`config.mk`:
```
export PLATFORM = sky130hd
export DESIGN_NAME = ack_retry_frame_sender
export DESIGN_NICKNAME = d
export VERILOG_FILES = /design/src/rtl/arq_pkg.sv /design/src/rtl/arq_cfg.sv /design/src/rtl/arq_step.sv /design/src/rtl/ack_retry_frame_sender.sv
export SDC_FILE = /design/constraint.sdc
export NUM_CORES = 1
export LEC_CHECK = 0
export ABC_AREA = 1
export BUFFER_PORTS_ARGS = -buffer_cell sky130_fd_sc_hd__buf_2
export CORE_ASPECT_RATIO = 1.25
export CORE_UTILIZATION = 29
export CTS_CLUSTER_DIAMETER = 100
export DETAILED_ROUTE_END_ITERATION = 12
export SLEW_MARGIN = 10
export SYNTH_ARGS = -nofsm -noshare
export SYNTH_HDL_FRONTEND = slang
export SYNTH_SLANG_ARGS = --single-unit
```
`constraint.sdc`:
```
create_clock -name aclk -period 4.75 [get_ports aclk]
set_input_delay 0 -clock aclk [delete_from_list [all_inputs] [get_ports aclk]]
set_output_delay 0 -clock aclk [all_outputs]
set_load 0.05 [all_outputs]
```
`src/rtl/arq_pkg.sv`:
```
// ----------------------------------------------------------------------------
// arq_pkg: shared types and constants for the ack/retry frame sender
// Item, result, state and register types plus register index and request codes.
// ----------------------------------------------------------------------------
`timescale 1ns / 1ps
`default_nettype none

package arq_pkg;

    localparam int unsigned CFG_ADDR_W = 3;
    localparam int unsigned CFG_DATA_W = 16;

    // Configuration register indexes
    typedef enum logic [CFG_ADDR_W-1:0] {
        CFG_COMMAND_HEADER    = 3'd0,
        CFG_ACK_HEADER        = 3'd1,
        CFG_ACK_TIMEOUT_TICKS = 3'd2,
        CFG_MAX_ATTEMPTS      = 3'd3,
        CFG_RETRY_GAP_TICKS   = 3'd4
    } arq_cfg_addr_t;

    // Request type codes
    typedef enum logic [1:0] {
        REQ_CMD   = 2'd0,
        REQ_FRAME = 2'd1,
        REQ_TICK  = 2'd2
    } arq_req_t;

    // Send cycle phase, one-hot
    typedef enum logic [2:0] {
        PH_IDLE = 3'b001,
        PH_WAIT = 3'b010,
        PH_GAP  = 3'b100
    } arq_phase_t;

    localparam logic [7:0]  RST_COMMAND_HEADER    = 8'hAA;
    localparam logic [7:0]  RST_ACK_HEADER        = 8'hBB;
    localparam logic [15:0] RST_ACK_TIMEOUT_TICKS = 16'd2000;
    localparam logic [3:0]  RST_MAX_ATTEMPTS      = 4'd3;
    localparam logic [15:0] RST_RETRY_GAP_TICKS   = 16'd100;

    typedef struct packed {
        logic [7:0]  command_header;
        logic [7:0]  ack_header;
        logic [15:0] ack_timeout_ticks;
        logic [3:0]  max_attempts;
        logic [15:0] retry_gap_ticks;
    } arq_cfg_t;

    typedef struct packed {
        logic [1:0]  req_type;
        logic [7:0]  cmd_red;
        logic [7:0]  cmd_green;
        logic [7:0]  cmd_blue;
        logic        cmd_on;
        logic [7:0]  cmd_color_index;
        logic [31:0] rx_frame;
        logic        rx_is_repeat;
    } arq_item_t;

    typedef struct packed {
        logic        tx_send;
        logic [31:0] tx_frame;
        logic        cmd_dropped;
        logic        cycle_done;
        logic        cycle_ok;
        logic        busy_res;
        logic [7:0]  led_red;
        logic [7:0]  led_green;
        logic [7:0]  led_blue;
        logic        light_on;
        logic [7:0]  color_index;
    } arq_result_t;

    typedef struct packed {
        arq_phase_t  phase;
        logic [3:0]  attempt_count;
        logic [15:0] tick_count;
        logic [23:0] pending_rgb;
        logic        pending_on;
        logic [7:0]  pending_index;
        logic [23:0] confirmed_rgb;
        logic        confirmed_on;
        logic [7:0]  confirmed_index;
    } arq_state_t;

endpackage

`default_nettype wire

```
`src/rtl/arq_cfg.sv`:
```
// ----------------------------------------------------------------------------
// arq_cfg: configuration register bank
// Decodes register writes and holds the five sender settings.
// ----------------------------------------------------------------------------
`timescale 1ns / 1ps
`default_nettype none

module arq_cfg
    import arq_pkg::*;
(
    input  wire logic                  aclk,
    input  wire logic                  aresetn,
    input  wire logic                  cfg_wr_en,
    input  wire logic [CFG_ADDR_W-1:0] cfg_addr,
    input  wire logic [CFG_DATA_W-1:0] cfg_wdata,
    output arq_cfg_t                   cfg
);

    arq_cfg_t cfg_reg;
    arq_cfg_t cfg_next;

    always_comb begin
        cfg_next = cfg_reg;
        if (cfg_wr_en) begin
            unique case (arq_cfg_addr_t'(cfg_addr))
                CFG_COMMAND_HEADER:    cfg_next.command_header    = cfg_wdata[7:0];
                CFG_ACK_HEADER:        cfg_next.ack_header        = cfg_wdata[7:0];
                CFG_ACK_TIMEOUT_TICKS: cfg_next.ack_timeout_ticks = cfg_wdata;
                CFG_MAX_ATTEMPTS:      cfg_next.max_attempts      = cfg_wdata[3:0];
                CFG_RETRY_GAP_TICKS:   cfg_next.retry_gap_ticks   = cfg_wdata;
                default: ; // drop writes to unmapped indexes
            endcase
        end
    end

    always_ff @(posedge aclk) begin
        if (!aresetn) begin
            cfg_reg.command_header    <= RST_COMMAND_HEADER;
            cfg_reg.ack_header        <= RST_ACK_HEADER;
            cfg_reg.ack_timeout_ticks <= RST_ACK_TIMEOUT_TICKS;
            cfg_reg.max_attempts      <= RST_MAX_ATTEMPTS;
            cfg_reg.retry_gap_ticks   <= RST_RETRY_GAP_TICKS;
        end else begin
            cfg_reg <= cfg_next;
        end
    end

    assign cfg = cfg_reg;

endmodule

`default_nettype wire

```
`src/rtl/arq_step.sv`:
```
// ----------------------------------------------------------------------------
// arq_step: single-item transition logic
// Computes next sender state and the result for one request.
// ----------------------------------------------------------------------------
`timescale 1ns / 1ps
`default_nettype none

module arq_step
    import arq_pkg::*;
(
    input  wire arq_cfg_t   cfg,
    input  wire arq_state_t st,
    input  wire arq_item_t  item,
    output arq_state_t      st_next,
    output arq_result_t     res
);

    logic        busy;
    logic [15:0] tick_inc;
    logic        wait_expired;
    logic        gap_expired;
    logic        ack_match;

    assign busy         = (st.phase == PH_WAIT) || (st.phase == PH_GAP);
    assign tick_inc     = st.tick_count + 16'd1;
    // wrap to zero counts as expiry as well
    assign wait_expired = (tick_inc >= cfg.ack_timeout_ticks) || (tick_inc == 16'd0);
    assign gap_expired  = (tick_inc >= cfg.retry_gap_ticks) || (tick_inc == 16'd0);
    assign ack_match    = !item.rx_is_repeat
                        && (item.rx_frame[31:24] == cfg.ack_header)
                        && (item.rx_frame[23:0] == st.pending_rgb);

    always_comb begin
        st_next = st;
        res     = '0;
        if (!busy) begin
            st_next.phase = PH_IDLE;
        end

        unique case (arq_req_t'(item.req_type))
            REQ_CMD: begin
                if (busy) begin
                    res.cmd_dropped = 1'b1;
                end else begin
                    st_next.pending_rgb   = {item.cmd_red, item.cmd_green, item.cmd_blue};
                    st_next.pending_on    = item.cmd_on;
                    st_next.pending_index = item.cmd_color_index;
                    st_next.attempt_count = 4'd1;
                    st_next.tick_count    = 16'd0;
                    st_next.phase         = PH_WAIT;
                    res.tx_send           = 1'b1;
                end
            end
            REQ_FRAME: begin
                if (st.phase == PH_WAIT && ack_match) begin
                    st_next.confirmed_rgb   = st.pending_rgb;
                    st_next.confirmed_on    = st.pending_on;
                    st_next.confirmed_index = st.pending_index;
                    st_next.phase           = PH_IDLE;
                    st_next.tick_count      = 16'd0;
                    res.cycle_done          = 1'b1;
                    res.cycle_ok            = 1'b1;
                end
            end
            REQ_TICK: begin
                unique case (st.phase)
                    PH_WAIT: begin
                        st_next.tick_count = tick_inc;
                        if (wait_expired) begin
                            st_next.tick_count = 16'd0;
                            if (st.attempt_count >= cfg.max_attempts) begin
                                st_next.phase  = PH_IDLE;
                                res.cycle_done = 1'b1;
                            end else if (cfg.retry_gap_ticks == 16'd0) begin
                                st_next.attempt_count = st.attempt_count + 4'd1;
                                res.tx_send           = 1'b1;
                            end else begin
                                st_next.phase = PH_GAP;
                            end
                        end
                    end
                    PH_GAP: begin
                        st_next.tick_count = tick_inc;
                        if (gap_expired) begin
                            st_next.tick_count    = 16'd0;
                            st_next.attempt_count = st.attempt_count + 4'd1;
                            st_next.phase         = PH_WAIT;
                            res.tx_send           = 1'b1;
                        end
                    end
                    default: ; // idle: ignore ticks
                endcase
            end
            default: ; // unused request code: report status only
        endcase

        if (res.tx_send) begin
            res.tx_frame = {cfg.command_header, st_next.pending_rgb};
        end
        res.busy_res    = (st_next.phase == PH_WAIT) || (st_next.phase == PH_GAP);
        res.led_red     = st_next.confirmed_rgb[23:16];
        res.led_green   = st_next.confirmed_rgb[15:8];
        res.led_blue    = st_next.confirmed_rgb[7:0];
        res.light_on    = st_next.confirmed_on;
        res.color_index = st_next.confirmed_index;
    end

endmodule

`default_nettype wire

```
`src/rtl/ack_retry_frame_sender.sv`:
```
// ----------------------------------------------------------------------------
// ack_retry_frame_sender: stop-and-wait color frame sender with retries
// Requests pass the input register, then the result register; 1 request per cycle while the result side keeps up.
// Rate is set by the combinational step logic between input and result registers.
// Synchronous active-low reset: idle phase, zero counters/colors, default regs.
// ----------------------------------------------------------------------------
`timescale 1ns / 1ps
`default_nettype none

module ack_retry_frame_sender
    import arq_pkg::*;
(
    input  wire logic                  aclk,
    input  wire logic                  aresetn,

    // configuration write port
    input  wire logic                  cfg_wr_en,
    input  wire logic [CFG_ADDR_W-1:0] cfg_addr,
    input  wire logic [CFG_DATA_W-1:0] cfg_wdata,

    // request channel
    input  wire logic                  s_valid,
    output wire logic                  s_ready,
    input  wire logic [1:0]            s_req_type,
    input  wire logic [7:0]            s_cmd_red,
    input  wire logic [7:0]            s_cmd_green,
    input  wire logic [7:0]            s_cmd_blue,
    input  wire logic                  s_cmd_on,
    input  wire logic [7:0]            s_cmd_color_index,
    input  wire logic [31:0]           s_rx_frame,
    input  wire logic                  s_rx_is_repeat,

    // result channel
    output wire logic                  m_valid,
    input  wire logic                  m_ready,
    output wire logic                  m_tx_send,
    output wire logic [31:0]           m_tx_frame,
    output wire logic                  m_cmd_dropped,
    output wire logic                  m_cycle_done,
    output wire logic                  m_cycle_ok,
    output wire logic                  m_busy_res,
    output wire logic [7:0]            m_led_red,
    output wire logic [7:0]            m_led_green,
    output wire logic [7:0]            m_led_blue,
    output wire logic                  m_light_on,
    output wire logic [7:0]            m_color_index
);

    // ------------------------------------------------------------------
    // Configuration registers
    // ------------------------------------------------------------------
    arq_cfg_t cfg;

    arq_cfg u_cfg (
        .aclk      (aclk),
        .aresetn   (aresetn),
        .cfg_wr_en (cfg_wr_en),
        .cfg_addr  (cfg_addr),
        .cfg_wdata (cfg_wdata),
        .cfg       (cfg)
    );

    // ------------------------------------------------------------------
    // Input register: capture one request per cycle. It empties whenever
    // the result register can take a new entry, so a request can enter
    // every cycle while the result side keeps up.
    // ------------------------------------------------------------------
    logic        in_valid_reg;
    arq_item_t   in_item_reg;
    logic        out_valid_reg;
    arq_result_t out_res_reg;
    logic        advance;

    // Move the held request into the result register when that register is
    // empty or is being drained this cycle.
    assign advance = in_valid_reg && (!out_valid_reg || m_ready);
    assign s_ready = !in_valid_reg || advance;

    always_ff @(posedge aclk) begin
        if (!aresetn) begin
            in_valid_reg <= 1'b0;
        end else if (s_ready) begin
            in_valid_reg <= s_valid;
        end
    end

    // Payload: load on accept only, no reset needed.
    always_ff @(posedge aclk) begin
        if (s_valid && s_ready) begin
            in_item_reg.req_type        <= s_req_type;
            in_item_reg.cmd_red         <= s_cmd_red;
            in_item_reg.cmd_green       <= s_cmd_green;
            in_item_reg.cmd_blue        <= s_cmd_blue;
            in_item_reg.cmd_on          <= s_cmd_on;
            in_item_reg.cmd_color_index <= s_cmd_color_index;
            in_item_reg.rx_frame        <= s_rx_frame;
            in_item_reg.rx_is_repeat    <= s_rx_is_repeat;
        end
    end

    // ------------------------------------------------------------------
    // Sender state and step logic. State commits only when the request
    // advances, so each request is applied exactly once.
    // ------------------------------------------------------------------
    arq_state_t  state_reg;
    arq_state_t  state_next;
    arq_result_t step_res;

    arq_step u_step (
        .cfg     (cfg),
        .st      (state_reg),
        .item    (in_item_reg),
        .st_next (state_next),
        .res     (step_res)
    );

    always_ff @(posedge aclk) begin
        if (!aresetn) begin
            state_reg.phase           <= PH_IDLE;
            state_reg.attempt_count   <= 4'd0;
            state_reg.tick_count      <= 16'd0;
            state_reg.pending_rgb     <= 24'd0;
            state_reg.pending_on      <= 1'b0;
            state_reg.pending_index   <= 8'd0;
            state_reg.confirmed_rgb   <= 24'd0;
            state_reg.confirmed_on    <= 1'b0;
            state_reg.confirmed_index <= 8'd0;
        end else if (advance) begin
            state_reg <= state_next;
        end
    end

    // ------------------------------------------------------------------
    // Result register: holds a finished result until the consumer takes
    // it, while the input register already takes the next request.
    // ------------------------------------------------------------------
    always_ff @(posedge aclk) begin
        if (!aresetn) begin
            out_valid_reg <= 1'b0;
        end else if (advance) begin
            out_valid_reg <= 1'b1;
        end else if (m_ready) begin
            out_valid_reg <= 1'b0;
        end
    end

    always_ff @(posedge aclk) begin
        if (advance) begin
            out_res_reg <= step_res;
        end
    end

    assign m_valid       = out_valid_reg;
    assign m_tx_send     = out_res_reg.tx_send;
    assign m_tx_frame    = out_res_reg.tx_frame;
    assign m_cmd_dropped = out_res_reg.cmd_dropped;
    assign m_cycle_done  = out_res_reg.cycle_done;
    assign m_cycle_ok    = out_res_reg.cycle_ok;
    assign m_busy_res    = out_res_reg.busy_res;
    assign m_led_red     = out_res_reg.led_red;
    assign m_led_green   = out_res_reg.led_green;
    assign m_led_blue    = out_res_reg.led_blue;
    assign m_light_on    = out_res_reg.light_on;
    assign m_color_index = out_res_reg.color_index;

    // ------------------------------------------------------------------
    // Assertions
    // ------------------------------------------------------------------

    // A command that reaches a busy sender must come out flagged as dropped.
    a_busy_cmd_dropped: assert property (@(posedge aclk) disable iff (!aresetn)
        advance && (in_item_reg.req_type == REQ_CMD)
            && ((state_reg.phase == PH_WAIT) || (state_reg.phase == PH_GAP))
        |=> m_valid && m_cmd_dropped && !m_tx_send)
        else $error("busy command not reported as dropped");

    // A finished cycle leaves the sender idle.
    a_done_not_busy: assert property (@(posedge aclk) disable iff (!aresetn)
        advance && step_res.cycle_done |=> !m_busy_res && (state_reg.phase == PH_IDLE))
        else $error("cycle finished but sender still busy");

    // Input side stalls only when both registers are full and output is held.
    a_stall_cause: assert property (@(posedge aclk) disable iff (!aresetn)
        !s_ready |-> in_valid_reg && out_valid_reg && !m_ready)
        else $error("request side stalled without a full pipeline");

    // State does not move without a request advancing.
    a_state_hold: assert property (@(posedge aclk) disable iff (!aresetn)
        !advance |=> $stable(state_reg))
        else $error("sender state changed without a request");

endmodule

`default_nettype wire
```
==> flow_metrics.py, run 1 <==
metrics = {
    "final_layout": {
        "drive_gt1_share_pct": 16.3,
        "nets": 1861,
        "antenna_cells": 0,
        "largest_register_ffs": 89,
        "final_util_pct": 37.7,
        "design_area_um2": 16300,
        "area_growth_syn_to_layout_pct": 27.9,
    },
    "global_route": {
        "grt_pass1_vias": 10400,
        "grt_pass1_wl_mm": 55.9,
        "grt_max_degree": 75,
        "antenna_found_initial": 2,
        "track_usage_pct": 16.0,
        "grt-ovfl-total": 0,
    },
    "cts": {
        "postCtsSetupBuffers": 0,
        "hold_buffers": 112,
        "htree_levels": 1,
        "cts_tree": "built",
        "cts_inserted_buffers": 31,
        "root_buffer": "clkbuf_16",
        "clk_pin_slew_worst_paths_ns": 0.06,
        "clock_latency_ns": 0.57,
        "clock-sinks": 281,
        "clk_path_buf_depth": 3,
        "cts_resized": 0,
    },
    "floorplan": {
        "start_util_pct": 29.5,
        "die_w_um": 189,
        "core_area_um2": 43200,
        "boundaryPins": 164,
        "die_area_um2": 44700,
        "die_h_um": 236,
        "rows": 85,
    },
    "drt": {
        "firstDrtPassIters": 6,
        "avgViaCountPerCell": 4.60,
        "drtAntennaViolNets": 0,
        "drt-total-wl_mm": 36.0,
        "drc": 0,
        "drtIter0Drc": 697,
        "via_count": 10700,
        "wire_per_inst_um": 15.5,
    },
    "sta": {
        "fin_crit_ns": 3.59,
        "tns_ns": 0,
        "rsz0062_at_grt": "no",
        "fmax_mhz": 278,
        "skew_ns": 0.0112,
        "setup_violations": 0,
        "maxSlewHeadroom_pct": 31.5,
        "hold_viol": 0,
        "period_share_pct": 75.7,
        "finalMaxSlewViolations": 0,
        "hold_slack_ns": 0.143,
        "tightest_slew_ns": 1.03,
    },
    "setup_path": {
        "reg2reg_slack_ns": 1.16,
        "cp_slowest_cell": "dfxtp_1",
        "critical_path_required_ns": 5.14,
        "max_stage_delay_ns": 0.48,
        "cp_max_fo": 13,
        "cp_data_arrival_time_ns": 3.98,
        "crit_chain": "ha_1, nand2_1, nor2_2, nand4_1, nand2_1, inv_1, ha_1, nand2_1, nor2_1, nand2_1, nor4b_1, nor2_1, nand2_2, inv_2, o21ai_4, a21oi_4, buf_4, a21oi_1",
        "worstSetupStartpointType": "flop",
        "cp-end-kind": "flop",
        "critPathKind": "flop to flop",
        "cpMostUsedCell": "nand2_1",
    },
    "logic_synthesis": {
        "syn-num-nets": 1593,
        "synthCells": 1459,
        "synth-main-ff-cell": "dfxtp_1",
        "syn-cell-area_um2": 12700,
        "synth_common_cells": "nand2_1, inv_1, a21oi_1, dfxtp_1, nor2_1",
        "synth_edf_count": 138,
        "synthArstFlopShare_pct": 0,
        "postSynthAreaPerCell_um2": 8.72,
        "synth_top_family_by_area": "simple AND/OR/NAND/NOR gates",
        "yosysMostFrequentCell": "nand2_1",
        "synth-simple-area-share_pct": 17.6,
        "yosys_warnings": 0,
        "synth_mux_area_share_pct": 0,
        "yosys_register_bits": 281,
        "yosys.area_share.adder_pct": 4.13,
        "ys_top_cells_by_area": "edfxtp_1, dfxtp_1, nand2_1",
        "synth_top_area_cell": "edfxtp_1",
        "synth_cell_types": 43,
        "yosysSeqAreaShare_pct": 55.1,
        "synth.top_cell.area_share_pct": 32.6,
        "synth_compound_area_share_pct": 14.0,
        "synth_xor_area_share_pct": 0.482,
    },
    "job": {
        "drv_cap": 0,
    },
    "power": {
        "p_clk_share_pct": 42.4,
        "cellInternalPower_uw": 4320,
        "power_uw": 5730,
        "power_frac_seq_pct": 47.5,
        "irDropWorstVdd_uv": 223,
        "p_sw_share_pct": 24.7,
        "p_sw_uw": 1410,
        "powerDensity_nw_per_um2": 352,
        "p_comb_share_pct": 10.1,
        "p_leak_uw": 0.00709,
    },
    "worst_hold_path": {
        "hp-class": "primary input to flop",
    },
    "placed_design": {
        "place_area_um2": 14100,
        "portBuffers": 163,
        "gp_congestion": 0.847,
        "hpwl_mm": 25.4,
    },
    "status": {
        "status": "finished, final reports clean",
    },
}
final cells by class:
class	count	area, um^2
multi-input cells	895	4630
fillers	4389	26900
clock buffers	49	936
flip-flops and latches	281	7010
clock inverters	9	105
well taps	565	707
repair buffers	285	2010
inverters	233	876
cells by family after synthesis:
| group | Yosys count |
|---|---|
| AOI/OAI and AO/OA | 336 |
| xor gates and xnor gates | 7 |
| adders and majority gates | 42 |
| buffers and inverters | 283 |
| DFF | 281 |
| and+or+nand+nor | 510 |
through the flow:
stage               setup slack [ns]  cells
global placement                1.28   2147
finish                          1.16   2317
global route                   0.777   2317
floorplan                       1.13   1459
CTS                             1.15   2317
detailed placement              1.18   2147
final timing paths:
path              depth (start not counted)           from        endpoint
setup / recovery                         18  state_reg[66]  m_tx_frame[18]
hold / removal                            2  s_rx_frame[7]  in_item_reg[8]
setup reg to reg                         18  state_reg[66]  m_tx_frame[18]
hold reg to reg                           2  u_cfg.cfg[18]   u_cfg.cfg[18]
placed cells by master, fill, tap and decap left out, types with 2 or more instances in the layout:
cell type        n
nor2_2          35
nand2_1        234
nor3_2           2
or2_2            4
o31ai_1          2
nand2_2          6
nand3_1         46
ha_1            42
clkinv_1         2
nand4_1         20
dfxtp_1        143
inv_1          222
nor4_1           7
clkbuf_8         5
o21ai_0        126
edfxtp_1       138
clkbuf_16       33
buf_4           10
a21oi_1        166
clkinv_2         3
buf_2          163
dlygate4sd3_1  112
nand3_2          3
nor3_1           6
nor3_4           3
a211oi_1         4
nor4b_1          2
xnor2_1          5
clkbuf_1        11
inv_2            9
a2111oi_0        2
bufinv_16        2
o211ai_1        19
xor2_1           2
o21ai_1         10
nor2_1         139
power by group through the flow:
stage          sequential (uW)  clock [uW]  combinational, uW
6_report                  2720        2430                577
4_1_cts                   2720        2500                581
3_5_place_dp              2770           0                512
5_1_grt                   2730        2590                636
2_1_floorplan             2860           0                249
3_3_place_gp              2770           0                504
per-layer routing:
| metal | vias to the layer above | part of all wire [%] | wire, um | track usage [%] |
|---|---|---|---|---|
| met5 | - | 0 | 0 | 0 |
| met4 | 0 | 3.0 | 1080 | 5.84 |
| met3 | 58 | 4.5 | 1610 | 2.01 |
| met2 | 295 | 50 | 18000 | 28.8 |
| met1 | 4940 | 42 | 15300 | 19.3 |
| li1 | 5357 | - | - | - |
worst max-delay path, delay by kind of cell (launching register included):
family	cells	cell delay, ns
simple gates	10	1.51
fa+ha+maj	2	0.54
flops	1	0.48
compound gates	3	0.47
buf+inv	3	0.38
Note: power is estimated with default switching activity, not from simulation.
==> inputs of run 2 (changes only) <==
==> constraint.sdc (replaced) <==
create_clock -name aclk -period 3.5 [get_ports aclk]
set_input_delay 0 -clock aclk [delete_from_list [all_inputs] [get_ports aclk]]
set_output_delay 0 -clock aclk [all_outputs]
set_load 0.05 [all_outputs]
==> flow_metrics.py, run 2 (same netlist as run 1, synthesis figures left out) <==
metrics = {
    "setup_path": {
        "critPathKind": "flop to flop",
        "reg2reg_slack_ns": 0.32,
        "max_stage_delay_ns": 0.43,
        "cp-end-kind": "flop",
        "critical_path_required_ns": 3.83,
        "path_buf_inv": 1,
        "path_delay_family": "simple AND/OR/NAND/NOR gates",
        "cp_data_arrival_time_ns": 3.50,
        "rr_worst_depth": 17,
        "regToRegStartpoint": "state_reg[69]",
        "r2r_end": "m_tx_frame[13]",
        "cp_slowest_cell": "dfxtp_1",
        "worstSetupStartpointType": "flop",
        "cp_max_fo": 17,
        "crit_chain": "nand2_1, nor2_2, nand2_2, o21ai_1, nand2_1, ha_1, a21oi_1, o21ai_0, a21oi_1, nand2_1, nor2_2, nand2_2, nand3_2, o21ai_4, a21oi_4, buf_12, nor2_2",
    },
    "sta": {
        "finalMaxSlewViolations": 0,
        "tightest_slew_ns": 1.03,
        "rsz0062_at_grt": "no",
        "fin_crit_ns": 3.18,
        "skew_ns": 0.0113,
        "period_share_pct": 90.8,
        "fmax_mhz": 315,
        "maxSlewHeadroom_pct": 31.2,
        "setup_violations": 0,
        "hold_viol": 0,
        "layout_setup_ws_ns": 0.324,
        "tns_ns": 0,
    },
    "cts": {
        "cts_tree": "built",
        "htree_levels": 1,
        "clock_latency_ns": 0.58,
        "cts_inserted_buffers": 31,
        "clk_path_buf_depth": 3,
        "clk_pin_slew_worst_paths_ns": 0.06,
        "clock-sinks": 281,
        "root_buffer": "clkbuf_16",
    },
    "final_layout": {
        "largest_register_ffs": 89,
        "final_util_pct": 37.6,
        "fill_cells": 4415,
        "final_cell_mix": "nand2_1, inv_1, a21oi_1",
        "antenna_cells": 0,
        "multi_input_comb_area_um2": 4630,
        "final_common_cell": "nand2_1",
        "drive_gt1_share_pct": 16.9,
        "area_growth_syn_to_layout_pct": 27.5,
        "design_area_um2": 16200,
        "seqCellArea_um2": 7010,
        "nets": 1860,
    },
    "placed_design": {
        "hpwl_mm": 25.5,
        "portBuffers": 163,
        "gp_congestion": 0.867,
        "pre_cts_ws_ns": 0.106,
        "place_area_um2": 14200,
    },
    "power": {
        "p_sw_share_pct": 25.2,
        "p_clk_share_pct": 41.7,
        "p_sw_uw": 1940,
        "powerDensity_nw_per_um2": 474,
        "cellInternalPower_uw": 5750,
        "power_frac_seq_pct": 48.1,
        "power_uw": 7690,
        "p_leak_uw": 0.00710,
        "p_comb_share_pct": 10.3,
        "irDropWorstVdd_uv": 310,
    },
    "job": {
        "drv_cap": 0,
    },
    "global_route": {
        "grt_max_degree": 85,
        "grt_pass1_vias": 10400,
        "grt_pass1_wl_mm": 56.6,
        "track_usage_pct": 16.2,
        "grt-ovfl-total": 0,
        "antenna_found_initial": 2,
    },
    "worst_hold_path": {
        "whs_endpoint": "m_valid",
        "hp-class": "primary input to flop",
        "hold_start": "aresetn",
        "hold_depth": 3,
    },
    "floorplan": {
        "die_w_um": 189,
        "die_h_um": 236,
        "core_area_um2": 43200,
        "boundaryPins": 164,
        "rows": 85,
        "start_util_pct": 29.5,
        "die_area_um2": 44700,
    },
    "status": {
        "status": "finished, final reports clean",
    },
    "drt": {
        "via_count": 10700,
        "drc": 0,
        "avgViaCountPerCell": 4.63,
        "firstDrtPassIters": 5,
        "drtIter0Drc": 754,
        "drtAntennaViolNets": 0,
        "drt-total-wl_mm": 36.4,
        "wire_per_inst_um": 15.7,
    },
}
-- run 2: cell count changes in the layout (fill, tap and decap cells not counted), moves of 2 or more --
cell and change:
nor2_1 -2, buf_12 +2, clkbuf_16 -2, clkinv_1 +4, nor2_2 +2, buf_4 +7
clkbuf_1 -2, dlygate4sd3_1 -10
-- run 2: worst max path at each step --
stage                        startpoint             end  slack, ns  depth (start not counted)
after global routing      state_reg[67]  m_tx_frame[13]       0.07                         19
after detailed placement  state_reg[66]  m_tx_frame[13]       0.11                         19
after floorplan                 m_valid   state_reg[72]       0.48                         10
after CTS                 state_reg[66]  m_tx_frame[13]       0.08                         18
after global placement    state_reg[66]   m_tx_frame[9]       0.14                         21
final                     state_reg[69]  m_tx_frame[13]       0.32                         17
-- run 2: per-stage QoR --
stage | instances | hold WS (ns)
2_1_floorplan | 1459 | 0.0989
3_3_place_gp | 2155 | 0.179
3_5_place_dp | 2155 | 0.178
4_1_cts | 2314 | 0.0524
5_1_grt | 2315 | 0.112
6_report | 2315 | 0.102
-- run 2: routing by layer --
metal / up-vias / global-route usage (%) / wire [um]
met1: 5021 / 19.7 / 15400
met2: 260 / 29.1 / 18200
met3: 68 / 2.29 / 1800
met4: 0 / 5.35 / 1050
met5: - / 0 / 0
li1: 5359 / - / -
-- run 2: power by group through the flow --
| stage | clock network [uW] | logic (uW) | registers, uW |
|---|---|---|---|
| 2_1_floorplan | 0 | 339 | 3880 |
| 3_3_place_gp | 0 | 693 | 3770 |
| 3_5_place_dp | 0 | 705 | 3770 |
| 4_1_cts | 3300 | 793 | 3700 |
| 5_1_grt | 3420 | 868 | 3710 |
| 6_report | 3210 | 789 | 3700 |
-- run 2: final cells by class --
type / count / share of cell area [%]
sequential: 281 / 43.2
tap: 565 / 4.36
clock buffer: 44 / 5.33
inverter: 233 / 5.41
clock inverter: 13 / 0.787
timing repair buffer: 284 / 12.4
multi-input combinational: 895 / 28.5
-- run 2: timing repair --
action / in CTS / in global routing
buffers inserted: 0 / 1
hold endpoints to repair: 123 / 0
hold buffers: 102 / 0
endpoints found under the setup margin: 0 / 35
resized for setup: 0 / 4
-- run 2: worst reg2reg max path, stage by stage (launching register included) --
cell and delay (ns):
dfxtp_1 0.43, nand2_1 0.16, nor2_2 0.21, nand2_2 0.09, o21ai_1 0.14, nand2_1 0.13, ha_1 0.31, a21oi_1 0.14
o21ai_0 0.09, a21oi_1 0.13, nand2_1 0.08, nor2_2 0.16, nand2_2 0.11, nand3_2 0.10, o21ai_4 0.09, a21oi_4 0.27
buf_12 0.22, nor2_2 0.06
